--- config.mk ---
export PLATFORM = sky130hd
export DESIGN_NAME = register_dump_delta_encoder_unit
export DESIGN_NICKNAME = d
export VERILOG_FILES = /design/src/design/rdde_pkg.sv /design/src/design/register_dump_delta_encoder_unit.sv
export VERILOG_INCLUDE_DIRS = /design/src /design/src/design
export SDC_FILE = /design/constraint.sdc
export NUM_CORES = 2
export LEC_CHECK = 0
export ABC_AREA = 1
export ABC_CLOCK_PERIOD_IN_PS = 4600
export BUFFER_PORTS_ARGS = -buffer_cell sky130_fd_sc_hd__clkbuf_2
export CAP_MARGIN = 10
export CORE_ASPECT_RATIO = 0.7
export CORE_MARGIN = 3
export CORE_UTILIZATION = 50
export CTS_CLUSTER_DIAMETER = 150
export CTS_CLUSTER_SIZE = 20
export DETAILED_ROUTE_END_ITERATION = 16
export PLACE_DENSITY_LB_ADDON = 0.25
export SLEW_MARGIN = 0
export SYNTH_ARGS = -nofsm -noshare
export SYNTH_HDL_FRONTEND = slang
export SYNTH_SLANG_ARGS = --single-unit
--- constraint.sdc ---
create_clock -name clk -period 4.6 [get_ports clk]
set_clock_uncertainty 0.05 [all_clocks]
set_input_delay 0.46 -clock clk [delete_from_list [all_inputs] [get_ports clk]]
set_output_delay 0.46 -clock clk [all_outputs]
set_load 0.03 [all_outputs]
--- src/design/register_dump_delta_encoder_unit_macros.svh ---
// ---------------------------------------------------------------------------
// register dump delta encoder assertion macros
// concurrent check wrappers, compiled out for synthesis
// ---------------------------------------------------------------------------
`ifndef REGISTER_DUMP_DELTA_ENCODER_UNIT_MACROS_SVH
`define REGISTER_DUMP_DELTA_ENCODER_UNIT_MACROS_SVH

`ifndef SYNTHESIS

// same-cycle implication, sampled on clk, off during reset
`define RDDE_ASSERT_NOW(label, ante, cons, msg) \
  label: assert property (@(posedge clk) disable iff (!rst_n) (ante) |-> (cons)) \
    else $error(msg);

// next-cycle implication, sampled on clk, off during reset
`define RDDE_ASSERT_NEXT(label, ante, cons, msg) \
  label: assert property (@(posedge clk) disable iff (!rst_n) (ante) |=> (cons)) \
    else $error(msg);

`else

`define RDDE_ASSERT_NOW(label, ante, cons, msg)
`define RDDE_ASSERT_NEXT(label, ante, cons, msg)

`endif

`endif

--- src/design/rdde_pkg.sv ---
// ---------------------------------------------------------------------------
// rdde_pkg
// shared widths, constants and types of the register dump delta encoder
// ---------------------------------------------------------------------------
`default_nettype none

package rdde_pkg;

  // fixed field widths
  localparam int BYTE_W    = 8;
  localparam int IDX_OUT_W = 7;
  localparam int SLOT_W    = 2;
  localparam int ACT_W     = 1;

  // input action codes
  localparam logic [ACT_W-1:0] ACT_WRITE = 1'b0;
  localparam logic [ACT_W-1:0] ACT_FRAME = 1'b1;

  // value a sent copy holds after reset
  localparam logic [BYTE_W-1:0] SENT_RESET_VAL = 8'hFF;

  // one (index, value) pair of the delta stream
  typedef struct packed {
    logic [IDX_OUT_W-1:0] idx;
    logic [BYTE_W-1:0]    val;
  } pair_t;

endpackage

`default_nettype wire

--- src/design/register_dump_delta_encoder_unit.sv ---
// Write item: accepted while idle, no result.
// Frame-end item: each scanned register takes a table read, then a compare and
// update, over chips*REGS_PER_CHIP registers, and the last result is then
// flushed; the scan may wait while the output is stalled.
// in_ready is low during a scan. Synchronous active-low reset; per-entry valid
// bits give the table reset values at once, with no clearing pass.
// ---------------------------------------------------------------------------
// register_dump_delta_encoder_unit
// tracks sound-chip register writes and emits changed registers per frame,
// up to two (index, value) pairs per result, last result flagged as frame end
// ---------------------------------------------------------------------------
`default_nettype none

`include "register_dump_delta_encoder_unit_macros.svh"

module register_dump_delta_encoder_unit #(
  parameter int REGS_PER_CHIP = 25,
  parameter int MAX_CHIPS     = 3
) (
  input  wire logic                           clk,
  input  wire logic                           rst_n,
  // configuration
  input  wire logic                           cfg_wr_en,
  input  wire logic [rdde_pkg::SLOT_W-1:0]    cfg_wr_data,
  // input channel
  input  wire logic                           in_valid,
  output logic                                in_ready,
  input  wire logic [rdde_pkg::ACT_W-1:0]     in_action,
  input  wire logic [rdde_pkg::SLOT_W-1:0]    in_chip_slot,
  input  wire logic [rdde_pkg::BYTE_W-1:0]    in_reg_number,
  input  wire logic [rdde_pkg::BYTE_W-1:0]    in_reg_value,
  // result channel
  output logic                                out_valid,
  input  wire logic                           out_ready,
  output logic                                out_first_valid,
  output logic [rdde_pkg::IDX_OUT_W-1:0]      out_first_index,
  output logic [rdde_pkg::BYTE_W-1:0]         out_first_byte,
  output logic                                out_second_valid,
  output logic [rdde_pkg::IDX_OUT_W-1:0]      out_second_index,
  output logic [rdde_pkg::BYTE_W-1:0]         out_second_byte,
  output logic                                out_frame_end
);

  import rdde_pkg::*;

  localparam int TABLE_SIZE = MAX_CHIPS * REGS_PER_CHIP;
  localparam int IDX_W      = (TABLE_SIZE > 1) ? $clog2(TABLE_SIZE) : 1;
  localparam int ADDR_CALC_W = 8;

  // sequencer states
  localparam logic [1:0] ST_IDLE  = 2'd0;
  localparam logic [1:0] ST_READ  = 2'd1;
  localparam logic [1:0] ST_CMP   = 2'd2;
  localparam logic [1:0] ST_FLUSH = 2'd3;

  logic [1:0]            state_r,     state_nxt;
  logic [SLOT_W-1:0]     chips_r;
  logic [IDX_W-1:0]      scan_idx_r,  scan_idx_nxt;
  logic [IDX_W-1:0]      scan_last_r, scan_last_nxt;
  logic [1:0]            bld_cnt_r,   bld_cnt_nxt;
  pair_t                 bld_a_r,     bld_a_nxt;
  pair_t                 bld_b_r,     bld_b_nxt;

  logic                  out_valid_r,        out_valid_nxt;
  logic                  out_first_valid_r,  out_first_valid_nxt;
  pair_t                 out_first_r,        out_first_nxt;
  logic                  out_second_valid_r, out_second_valid_nxt;
  pair_t                 out_second_r,       out_second_nxt;
  logic                  out_frame_end_r,    out_frame_end_nxt;

  // register tables and their valid bits
  logic [BYTE_W-1:0]     cur_mem_r  [TABLE_SIZE];
  logic [BYTE_W-1:0]     sent_mem_r [TABLE_SIZE];
  logic [TABLE_SIZE-1:0] cur_vld_r;
  logic [TABLE_SIZE-1:0] sent_vld_r;
  logic [BYTE_W-1:0]     cur_rd_r;
  logic [BYTE_W-1:0]     sent_rd_r;
  logic                  cur_rdv_r;
  logic                  sent_rdv_r;

  logic [SLOT_W-1:0]      eff_chips;
  logic [ADDR_CALC_W-1:0] wr_addr_full;
  logic [IDX_W-1:0]       wr_addr;
  logic                   wr_ok;
  logic [ADDR_CALC_W-1:0] last_full;
  logic                   cur_we;
  logic                   sent_we;
  logic                   rd_en;
  logic [BYTE_W-1:0]      cmp_cur;
  logic [BYTE_W-1:0]      cmp_sent;
  logic                   diff;
  logic                   out_free;
  logic                   out_load;
  logic                   out_fe_load;
  pair_t                  new_pair;

  // chip count clamp
  always_comb begin
    if (chips_r == '0) begin
      eff_chips = SLOT_W'(1);
    end else if (chips_r > SLOT_W'(MAX_CHIPS)) begin
      eff_chips = SLOT_W'(MAX_CHIPS);
    end else begin
      eff_chips = chips_r;
    end
  end

  // write address and range check
  assign wr_addr_full = ADDR_CALC_W'(in_chip_slot) * ADDR_CALC_W'(REGS_PER_CHIP)
                      + in_reg_number;
  assign wr_addr      = wr_addr_full[IDX_W-1:0];
  assign wr_ok        = (in_reg_number < ADDR_CALC_W'(REGS_PER_CHIP))
                        && (in_chip_slot < eff_chips);

  // last table index of a scan
  assign last_full = ADDR_CALC_W'(eff_chips) * ADDR_CALC_W'(REGS_PER_CHIP)
                   - ADDR_CALC_W'(1);

  // compare unit on the registered table reads
  assign cmp_cur  = cur_rdv_r  ? cur_rd_r  : '0;
  assign cmp_sent = sent_rdv_r ? sent_rd_r : SENT_RESET_VAL;
  assign diff     = (cmp_cur != cmp_sent);
  assign new_pair = '{idx: IDX_OUT_W'(scan_idx_r), val: cmp_cur};

  assign out_free = !out_valid_r || out_ready;
  assign in_ready = (state_r == ST_IDLE);

  // sequencer
  always_comb begin
    state_nxt     = state_r;
    scan_idx_nxt  = scan_idx_r;
    scan_last_nxt = scan_last_r;
    bld_cnt_nxt   = bld_cnt_r;
    bld_a_nxt     = bld_a_r;
    bld_b_nxt     = bld_b_r;
    cur_we        = 1'b0;
    sent_we       = 1'b0;
    rd_en         = 1'b0;
    out_load      = 1'b0;
    out_fe_load   = 1'b0;
    case (state_r)
      ST_IDLE: begin
        if (in_valid) begin
          if (in_action == ACT_FRAME) begin
            scan_idx_nxt  = '0;
            scan_last_nxt = last_full[IDX_W-1:0];
            bld_cnt_nxt   = 2'd0;
            state_nxt     = ST_READ;
          end else begin
            cur_we = wr_ok;
          end
        end
      end
      ST_READ: begin
        rd_en     = 1'b1;
        state_nxt = ST_CMP;
      end
      ST_CMP: begin
        // a third pair needs the output register for the two held ones
        if (!(diff && (bld_cnt_r == 2'd2) && !out_free)) begin
          if (diff) begin
            sent_we = 1'b1;
            case (bld_cnt_r)
              2'd0: begin
                bld_a_nxt   = new_pair;
                bld_cnt_nxt = 2'd1;
              end
              2'd1: begin
                bld_b_nxt   = new_pair;
                bld_cnt_nxt = 2'd2;
              end
              default: begin
                out_load    = 1'b1;
                bld_a_nxt   = new_pair;
                bld_cnt_nxt = 2'd1;
              end
            endcase
          end
          if (scan_idx_r == scan_last_r) begin
            state_nxt = ST_FLUSH;
          end else begin
            scan_idx_nxt = scan_idx_r + IDX_W'(1);
            state_nxt    = ST_READ;
          end
        end
      end
      ST_FLUSH: begin
        if (out_free) begin
          out_load    = 1'b1;
          out_fe_load = 1'b1;
          bld_cnt_nxt = 2'd0;
          state_nxt   = ST_IDLE;
        end
      end
      default: begin
        state_nxt = ST_IDLE;
      end
    endcase
  end

  // output register load from the held pairs
  always_comb begin
    out_valid_nxt        = out_valid_r;
    out_first_valid_nxt  = out_first_valid_r;
    out_first_nxt        = out_first_r;
    out_second_valid_nxt = out_second_valid_r;
    out_second_nxt       = out_second_r;
    out_frame_end_nxt    = out_frame_end_r;
    if (out_valid_r && out_ready) begin
      out_valid_nxt = 1'b0;
    end
    if (out_load) begin
      out_valid_nxt        = 1'b1;
      out_first_valid_nxt  = (bld_cnt_r != 2'd0);
      out_first_nxt        = (bld_cnt_r != 2'd0) ? bld_a_r : '0;
      out_second_valid_nxt = (bld_cnt_r == 2'd2);
      out_second_nxt       = (bld_cnt_r == 2'd2) ? bld_b_r : '0;
      out_frame_end_nxt    = out_fe_load;
    end
  end

  // control registers
  always_ff @(posedge clk) begin
    if (!rst_n) begin
      state_r     <= ST_IDLE;
      chips_r     <= SLOT_W'(1);
      bld_cnt_r   <= 2'd0;
      out_valid_r <= 1'b0;
      cur_vld_r   <= '0;
      sent_vld_r  <= '0;
    end else begin
      state_r     <= state_nxt;
      bld_cnt_r   <= bld_cnt_nxt;
      out_valid_r <= out_valid_nxt;
      if (cfg_wr_en) begin
        chips_r <= cfg_wr_data;
      end
      if (cur_we) begin
        cur_vld_r[wr_addr] <= 1'b1;
      end
      if (sent_we) begin
        sent_vld_r[scan_idx_r] <= 1'b1;
      end
    end
  end

  // datapath registers
  always_ff @(posedge clk) begin
    scan_idx_r         <= scan_idx_nxt;
    scan_last_r        <= scan_last_nxt;
    bld_a_r            <= bld_a_nxt;
    bld_b_r            <= bld_b_nxt;
    out_first_valid_r  <= out_first_valid_nxt;
    out_first_r        <= out_first_nxt;
    out_second_valid_r <= out_second_valid_nxt;
    out_second_r       <= out_second_nxt;
    out_frame_end_r    <= out_frame_end_nxt;
  end

  // table memories, registered reads
  always_ff @(posedge clk) begin
    if (cur_we) begin
      cur_mem_r[wr_addr] <= in_reg_value;
    end
    if (sent_we) begin
      sent_mem_r[scan_idx_r] <= cmp_cur;
    end
    if (rd_en) begin
      cur_rd_r   <= cur_mem_r[scan_idx_r];
      sent_rd_r  <= sent_mem_r[scan_idx_r];
      cur_rdv_r  <= cur_vld_r[scan_idx_r];
      sent_rdv_r <= sent_vld_r[scan_idx_r];
    end
  end

  assign out_valid        = out_valid_r;
  assign out_first_valid  = out_first_valid_r;
  assign out_first_index  = out_first_r.idx;
  assign out_first_byte   = out_first_r.val;
  assign out_second_valid = out_second_valid_r;
  assign out_second_index = out_second_r.idx;
  assign out_second_byte  = out_second_r.val;
  assign out_frame_end    = out_frame_end_r;

  // checks
  `RDDE_ASSERT_NEXT(a_frame_starts_scan, in_valid && in_ready && (in_action == ACT_FRAME), state_r == ST_READ, "frame-end item did not start a scan")
  `RDDE_ASSERT_NOW(a_bld_cnt_range, 1'b1, bld_cnt_r != 2'd3, "pair count beyond two")
  `RDDE_ASSERT_NOW(a_empty_is_term, out_valid_r && !out_first_valid_r, out_frame_end_r && !out_second_valid_r, "empty result that is not the frame terminator")
  `RDDE_ASSERT_NOW(a_scan_in_range, state_r != ST_IDLE, scan_idx_r <= scan_last_r, "scan index past the last register")

endmodule

`default_nettype wire

-- After elaboration in Yosys (flattened, before gate mapping)
Memory sizes are Yosys's and may differ from the RTL's. A register that Yosys moved wholly into a read port is not among the register bits.
Index checks and enable logic that the tools add are counted.
- register bits: 236
- bits in writable memories: 1200
- bits of input ports: 26
- output and inout port bits: 35
- logic and storage cells: 122
- memories kept: 2
- $add $sub $neg: 3
- $mul: 2
- magnitude comparators: 7
- equal/unequal tests: 13
- mux-type cells: 47
- bitwise logic cells: 4
- reduce and logical (&&, ||, !) cells: 23
- memories (memory ; words ; width ; read ports ; clocked after Yosys merged registers in ; write ports ; RTL line ; source):
    cur_mem_r ; 75 ; 8 ; 1 ; 1 ; 1 ; register_dump_delta_encoder_unit.sv:72 ; logic [BYTE_W-1:0] cur_mem_r [TABLE_SIZE];
    sent_mem_r ; 75 ; 8 ; 1 ; 1 ; 1 ; register_dump_delta_encoder_unit.sv:73 ; logic [BYTE_W-1:0] sent_mem_r [TABLE_SIZE];
- operators with widths (cell ; count):
    OR 75 bit ; 2
    2-to-1 mux 7 bit ; 4
    2-to-1 mux 2 bit ; 12
    2-to-1 mux 1 bit ; 21
    < comparator 7 x 8 -> 1 bit (second input constant) ; 2
    2-to-1 mux 8 bit ; 2
    binary-select mux 1 bit (select 7 bit) ; 2
    demux 1 bit (select 7 bit) ; 2
    >= comparator 7 x 1 -> 1 bit (second input constant) ; 2
    multiplier 2 x 5 -> 7 bit (second input constant) ; 2
    one-hot mux 7 bit (2 select lines) ; 1
    AND reduction 4 bit ; 3
    inequality test 2 bit (second input constant) ; 5
    < comparator 8 x 5 -> 1 bit (second input constant) ; 1
    inequality test 8 bit ; 1
    one-hot mux 2 bit (4 select lines) ; 1
    adder 7 x 1 -> 7 bit (second input constant) ; 1
    adder 7 bit ; 1
    == test 7 bit ; 1
    subtractor 7 x 1 -> 7 bit (second input constant) ; 1
    == test 2 bit (second input constant) ; 3
    logical AND 1 bit ; 6
    zero test 2 bit ; 3
    one-hot mux 2 bit (3 select lines) ; 1
    14 further kinds ; 19

-- Depth between registers and ports, before layout
- depth in word-level cells: 10
- depth in mapped cells: 15
- gate-level depth less buffers: 14

-- Worst setup path before layout
Ideal clock, no wire load.
- path type: register to register
- start point: register cur_rdv_r
- end point: register out_first_r, in the netlist out_first_byte[0], enable pin
- library setup time: 0.670 ns
- arrival: 3.171 ns
- required time: 3.880 ns
- setup slack: 0.709 ns
- stages on the path, launching flop included: 14
- path buffers: 2
- clock period less this slack: 3.891 ns
- path through: edfxtp_1 buf_2 nand2_1 inv_1 nand2_1 nand2_1 nand2_1 nor2_1 nand2_2 nand2_4 nor2_8 buf_6 nand2_1 o21ai_0
- word-level cells in the longest chain between the ends: 6
- elaborated cells on any way between the ends: 7
- those cells by class: eq/ne (1); mux (4); reduce/logical (2)
- RTL lines (what ; RTL line ; source):
    start: declaration ; register_dump_delta_encoder_unit.sv:78 ; logic cur_rdv_r;
    start signal: assignment ; register_dump_delta_encoder_unit.sv:271 ; cur_rdv_r <= cur_vld_r[scan_idx_r];
    2-to-1 mux 8 bit * ; register_dump_delta_encoder_unit.sv:120 ; assign cmp_cur = cur_rdv_r ? cur_rd_r : '0;
    net cmp_cur[6] ; register_dump_delta_encoder_unit.sv:89 ; logic [BYTE_W-1:0] cmp_cur;
    inequality test 8 bit * ; register_dump_delta_encoder_unit.sv:122 ; assign diff = (cmp_cur != cmp_sent);
    logical AND 1 bit (2 in series) ; register_dump_delta_encoder_unit.sv:160 ; if (!(diff && (bld_cnt_r == 2'd2) && !out_free)) begin
    2-to-1 mux 1 bit * ; register_dump_delta_encoder_unit.sv:160 ;
    one-hot mux 1 bit (2 select lines) * ; register_dump_delta_encoder_unit.sv:141 ; case (state_r)
    net out_load ; register_dump_delta_encoder_unit.sv:93 ; logic out_load;
    end signal: assignment ; register_dump_delta_encoder_unit.sv:254 ; out_first_r <= out_first_nxt;
    end: declaration ; register_dump_delta_encoder_unit.sv:66 ; pair_t out_first_r, out_first_nxt;
The timed path passes the listed nets; every way through them passes the cells marked *.
A chain may end at the register's enable or synchronous reset.

-- Worst setup path after layout
- start point: register state_r[0]
- end point: memory cur_mem_r[69][5], enable pin
- word-level cells in the longest chain between the ends: 4
- RTL lines (what ; RTL line ; source):
    start: declaration ; register_dump_delta_encoder_unit.sv:56 ; logic [1:0] state_r, state_nxt;
    start signal: assignment ; register_dump_delta_encoder_unit.sv:232 ; state_r <= state_nxt;
    zero test 2 bit ; register_dump_delta_encoder_unit.sv:141 ;
    2-to-1 mux 1 bit ; register_dump_delta_encoder_unit.sv:141 ;
    2-to-1 mux 1 bit ; register_dump_delta_encoder_unit.sv:262 ; if (cur_we) begin
    2-to-1 mux 1 bit (not written as such) ; register_dump_delta_encoder_unit.sv:263 ; cur_mem_r[wr_addr] <= in_reg_value;
    end: declaration ; register_dump_delta_encoder_unit.sv:72 ;
Every way passes these cells.

==> impl_metrics.yaml <==
finish:
  final_core_util_pct: 54.0
  antenna_cells: 0
  nets: 5822
  fin_cells: 7468
  multi_input_area_um2: 15500
  nFillCells: 10400
  fin_area_um2: 64600
  area_delta_synth_final_pct: 6.99
  regArea_um2: 42000
  drive_gt1_share_pct: 5.88
clock_network:
  numCtsBuffers: 82
  cts_resized: 0
  cts_tree: "built"
  path_clk_slew_ps: 90
  clock_sinks: 1450
  worstSkewPairLatency_ps: 700
  cts_setup_buffers: 0
  clockBufferDepth: 3
  cts.htree.levels: 3
  cts-root-buf: "clkbuf_16"
floorplanning:
  placement_rows: 106
  die_area_um2: 125000
  initial_core_util_pct: 50.5
  core-area_um2: 120000
  pin_count: 61
  die_w_um: 421
  die_h_um: 297
drt:
  drc: 0
  wl_per_cell_um: 21.6
  drt_pass1_iterations: 6
  drt-initial-drc-count: 5552
  vias: 40900
  antenna_left: 0
  wl_um: 161000
  via_per_inst: 5.47
power:
  ir_drop_mv: 0.323
  power.switching_mw: 10.2
  finalPower_mw: 30.3
  clkPwrFrac_pct: 25.7
  p_int_mw: 20.1
  p_leak_nw: 25.5
  p_comb_share_pct: 25.0
  power_density_nw_per_um2: 469
  p_sw_share_pct: 33.7
  p_seq_share_pct: 49.3
synth:
  synth_edf_count: 1293
  postSynth.topFlopCell: "edfxtp_1"
  synth.distinct_cells: 44
  syn_avg_cell_area_um2: 10.4
  async_flop_share_pct: 0
  yosysWarnings: 0
  ys_ff_latch: 1450
  synth_top_area_share_pct: 64.3
  syn_area_um2: 60400
  synth_top_area_cell: "edfxtp_1"
  syn-instance-count: 5828
  seq_area_frac_synth_pct: 69.5
  synth_area_leaders: "edfxtp_1 64%, nand2_1 17%, dfxtp_1 5.2%"
  syn-num-nets: 5870
sta:
  hold_violations: 0
  slew_headroom_pct: 20.9
  tightestPinTransition_ps: 1190
  layout_setup_ws_ps: 1270
  fin_crit_ps: 3330
  holdWs_ps: 77.3
  rsz0062_at_grt: "no"
  fin_crit_sh_pct: 72.3
  fmax_ghz: 0.301
  maxSlewViolCount: 0
  finalSetupTns_ps: 0
  finalSetupViolations: 0
placed_design:
  dp_cells: 7310
  dp_slack_ps: 925
  dp_hpwl_um: 97800
  io_buffers: 60
  place_congestion: 0.889
  placed_cell_area_um2: 62100
setup_path:
  crit_chain: "inv_1 > ha_1 > and3_1 > o21ai_0 > nor2_1 > nand2_1 > nor2_2 > buf_4 > nand2_1 > inv_1"
  startpoint_type: "flip-flop"
  path_max_fanout: 8
  slowest_stage: "nor2_2"
  path_class: "reg -> reg"
  critical_path.max_stage_delay_ps: 410
  cp-end-kind: "flip-flop"
  crit_arrival_ps: 3640
  required_ps: 4920
global_route:
  antenna_found_initial: 1
  track_usage_pct: 25.4
  grt.overflow.total: 0
  grt_pass1_wl_um: 242000
  grt_max_degree: 147
  grt_pass1_vias: 38100
flow_run:
  cap_violations: 0
outcome:
  status: "completed"
hold_path:
  hp-class: "in -> reg"
[per-layer routing]
metal  share of wire [%]  up-vias  global-route usage [%]  routed length [um]
met1                  44    19600                    40.0               71700
met4                 1.8        0                    4.85                2860
met5                   0        -                       0                   0
li1                    -    19000                       -                   -
met3                  12      195                    5.57               18700
met2                  42     2068                    36.4               68200
[worst max-delay path: cells and delay by family (launching register included)]
kind | cells | cell delay, ps
simple gates | 5 | 1410
flops | 1 | 340
compound gates | 1 | 70
buf+inv | 3 | 800
fa+ha+maj | 1 | 310
[layout make-up]
cell class | count | area share, %
sequential | 1450 | 65.0
tap | 1620 | 3.14
multi-input combinational | 3707 | 24.0
clock inverter | 2 | 0.0310
timing repair buffer | 159 | 1.90
inverter | 380 | 2.24
clock buffer | 150 | 3.74
[timing repair]
action | CTS | global route
hold buffers | 5 | 0
endpoints found under the setup margin | 0 | 0
hold endpoints to repair | 2 | 0
[placed cells by master, fill, tap and decap left out, types with 39 or more instances in the layout]
cell       count
edfxtp_1    1293
nand4_1       39
a21oi_1      347
nand2_1     2690
nand3_1      111
inv_1        349
clkbuf_16     87
clkbuf_1      63
nor2_1       181
dfxtp_1      157
buf_4         80
clkbuf_2      52
o21ai_0      192
[synth_stat cells (2+ instances only)]
| cell type | count |
|---|---|
| buf_8 | 2 |
| nand3_1 | 111 |
| a21oi_2 | 12 |
| buf_4 | 24 |
| inv_1 | 356 |
| o21ai_1 | 23 |
| nor3_1 | 3 |
| fa_1 | 2 |
| buf_1 | 47 |
| edfxtp_1 | 1293 |
| o21ai_0 | 193 |
| buf_6 | 21 |
| nor2_2 | 19 |
| nand3_2 | 23 |
| dfxtp_1 | 157 |
| nand4_1 | 39 |
| a22oi_1 | 7 |
| clkbuf_1 | 72 |
| nor2_4 | 7 |
| xor2_1 | 2 |
| o22ai_1 | 8 |
| buf_2 | 125 |
| xnor2_1 | 2 |
| and3_1 | 2 |
| inv_2 | 23 |
| a21oi_1 | 347 |
| nor2_1 | 184 |
| ha_1 | 14 |
| nand2_1 | 2690 |
| o211ai_1 | 6 |
[logic make-up (layout without fill, tap and decap cells)]
| kind of cell | after synthesis | count (layout) | synth area share, % |
|---|---|---|---|
| xor+xnor | 4 | 4 | 0.0580 |
| compound gates | 600 | 600 | 5.14 |
| other cells | 1 | 1 | 0.00621 |
| buf+inv | 671 | 691 | 4.88 |
| flops | 1450 | 1450 | 69.5 |
| fa+ha+maj | 16 | 16 | 0.356 |
| simple gates | 3086 | 3086 | 20.1 |
[final timing paths]
path	start	endpoint	slack, ps	cells after the start
worst max-delay path	state_r[0]	cur_mem_r[69][5]	1270	10
worst min-delay path	in_reg_value[3]	cur_mem_r[52][3]	80	1
worst max register to register	state_r[0]	cur_mem_r[69][5]	1270	10
worst min register to register	sent_vld_r[24]	sent_vld_r[24]	400	2
[power by group through the flow]
| stage | clock (mW) | combinational, mW | sequential (mW) |
|---|---|---|---|
| floorplan | 0 | 4.69 | 15.2 |
| global placement | 0 | 7.36 | 15.3 |
| detailed placement | 0 | 7.41 | 15.3 |
| CTS | 7.88 | 7.44 | 15.0 |
| global route | 8.36 | 8.26 | 15.0 |
| finish | 7.78 | 7.58 | 15.0 |
[state kept, by name (all words and copies together) (netlist names)]
signal            count
scan_last_r           5
out_second_byte       8
chips_r               2
bld_a_r              15
cur_vld_r            75
out_first_index       7
bld_cnt_r             2
out_second_index      7
out_valid             1
out_second_valid      1
sent_rdv_r            1
cur_rdv_r             1
out_first_valid       1
state_r               2
out_first_byte        8
out_frame_end         1
sent_mem_r          600
sent_rd_r             8
sent_vld_r           75
scan_idx_r            7
bld_b_r              15
cur_mem_r           600
cur_rd_r              8
Power figures use the tool's default switching activity.
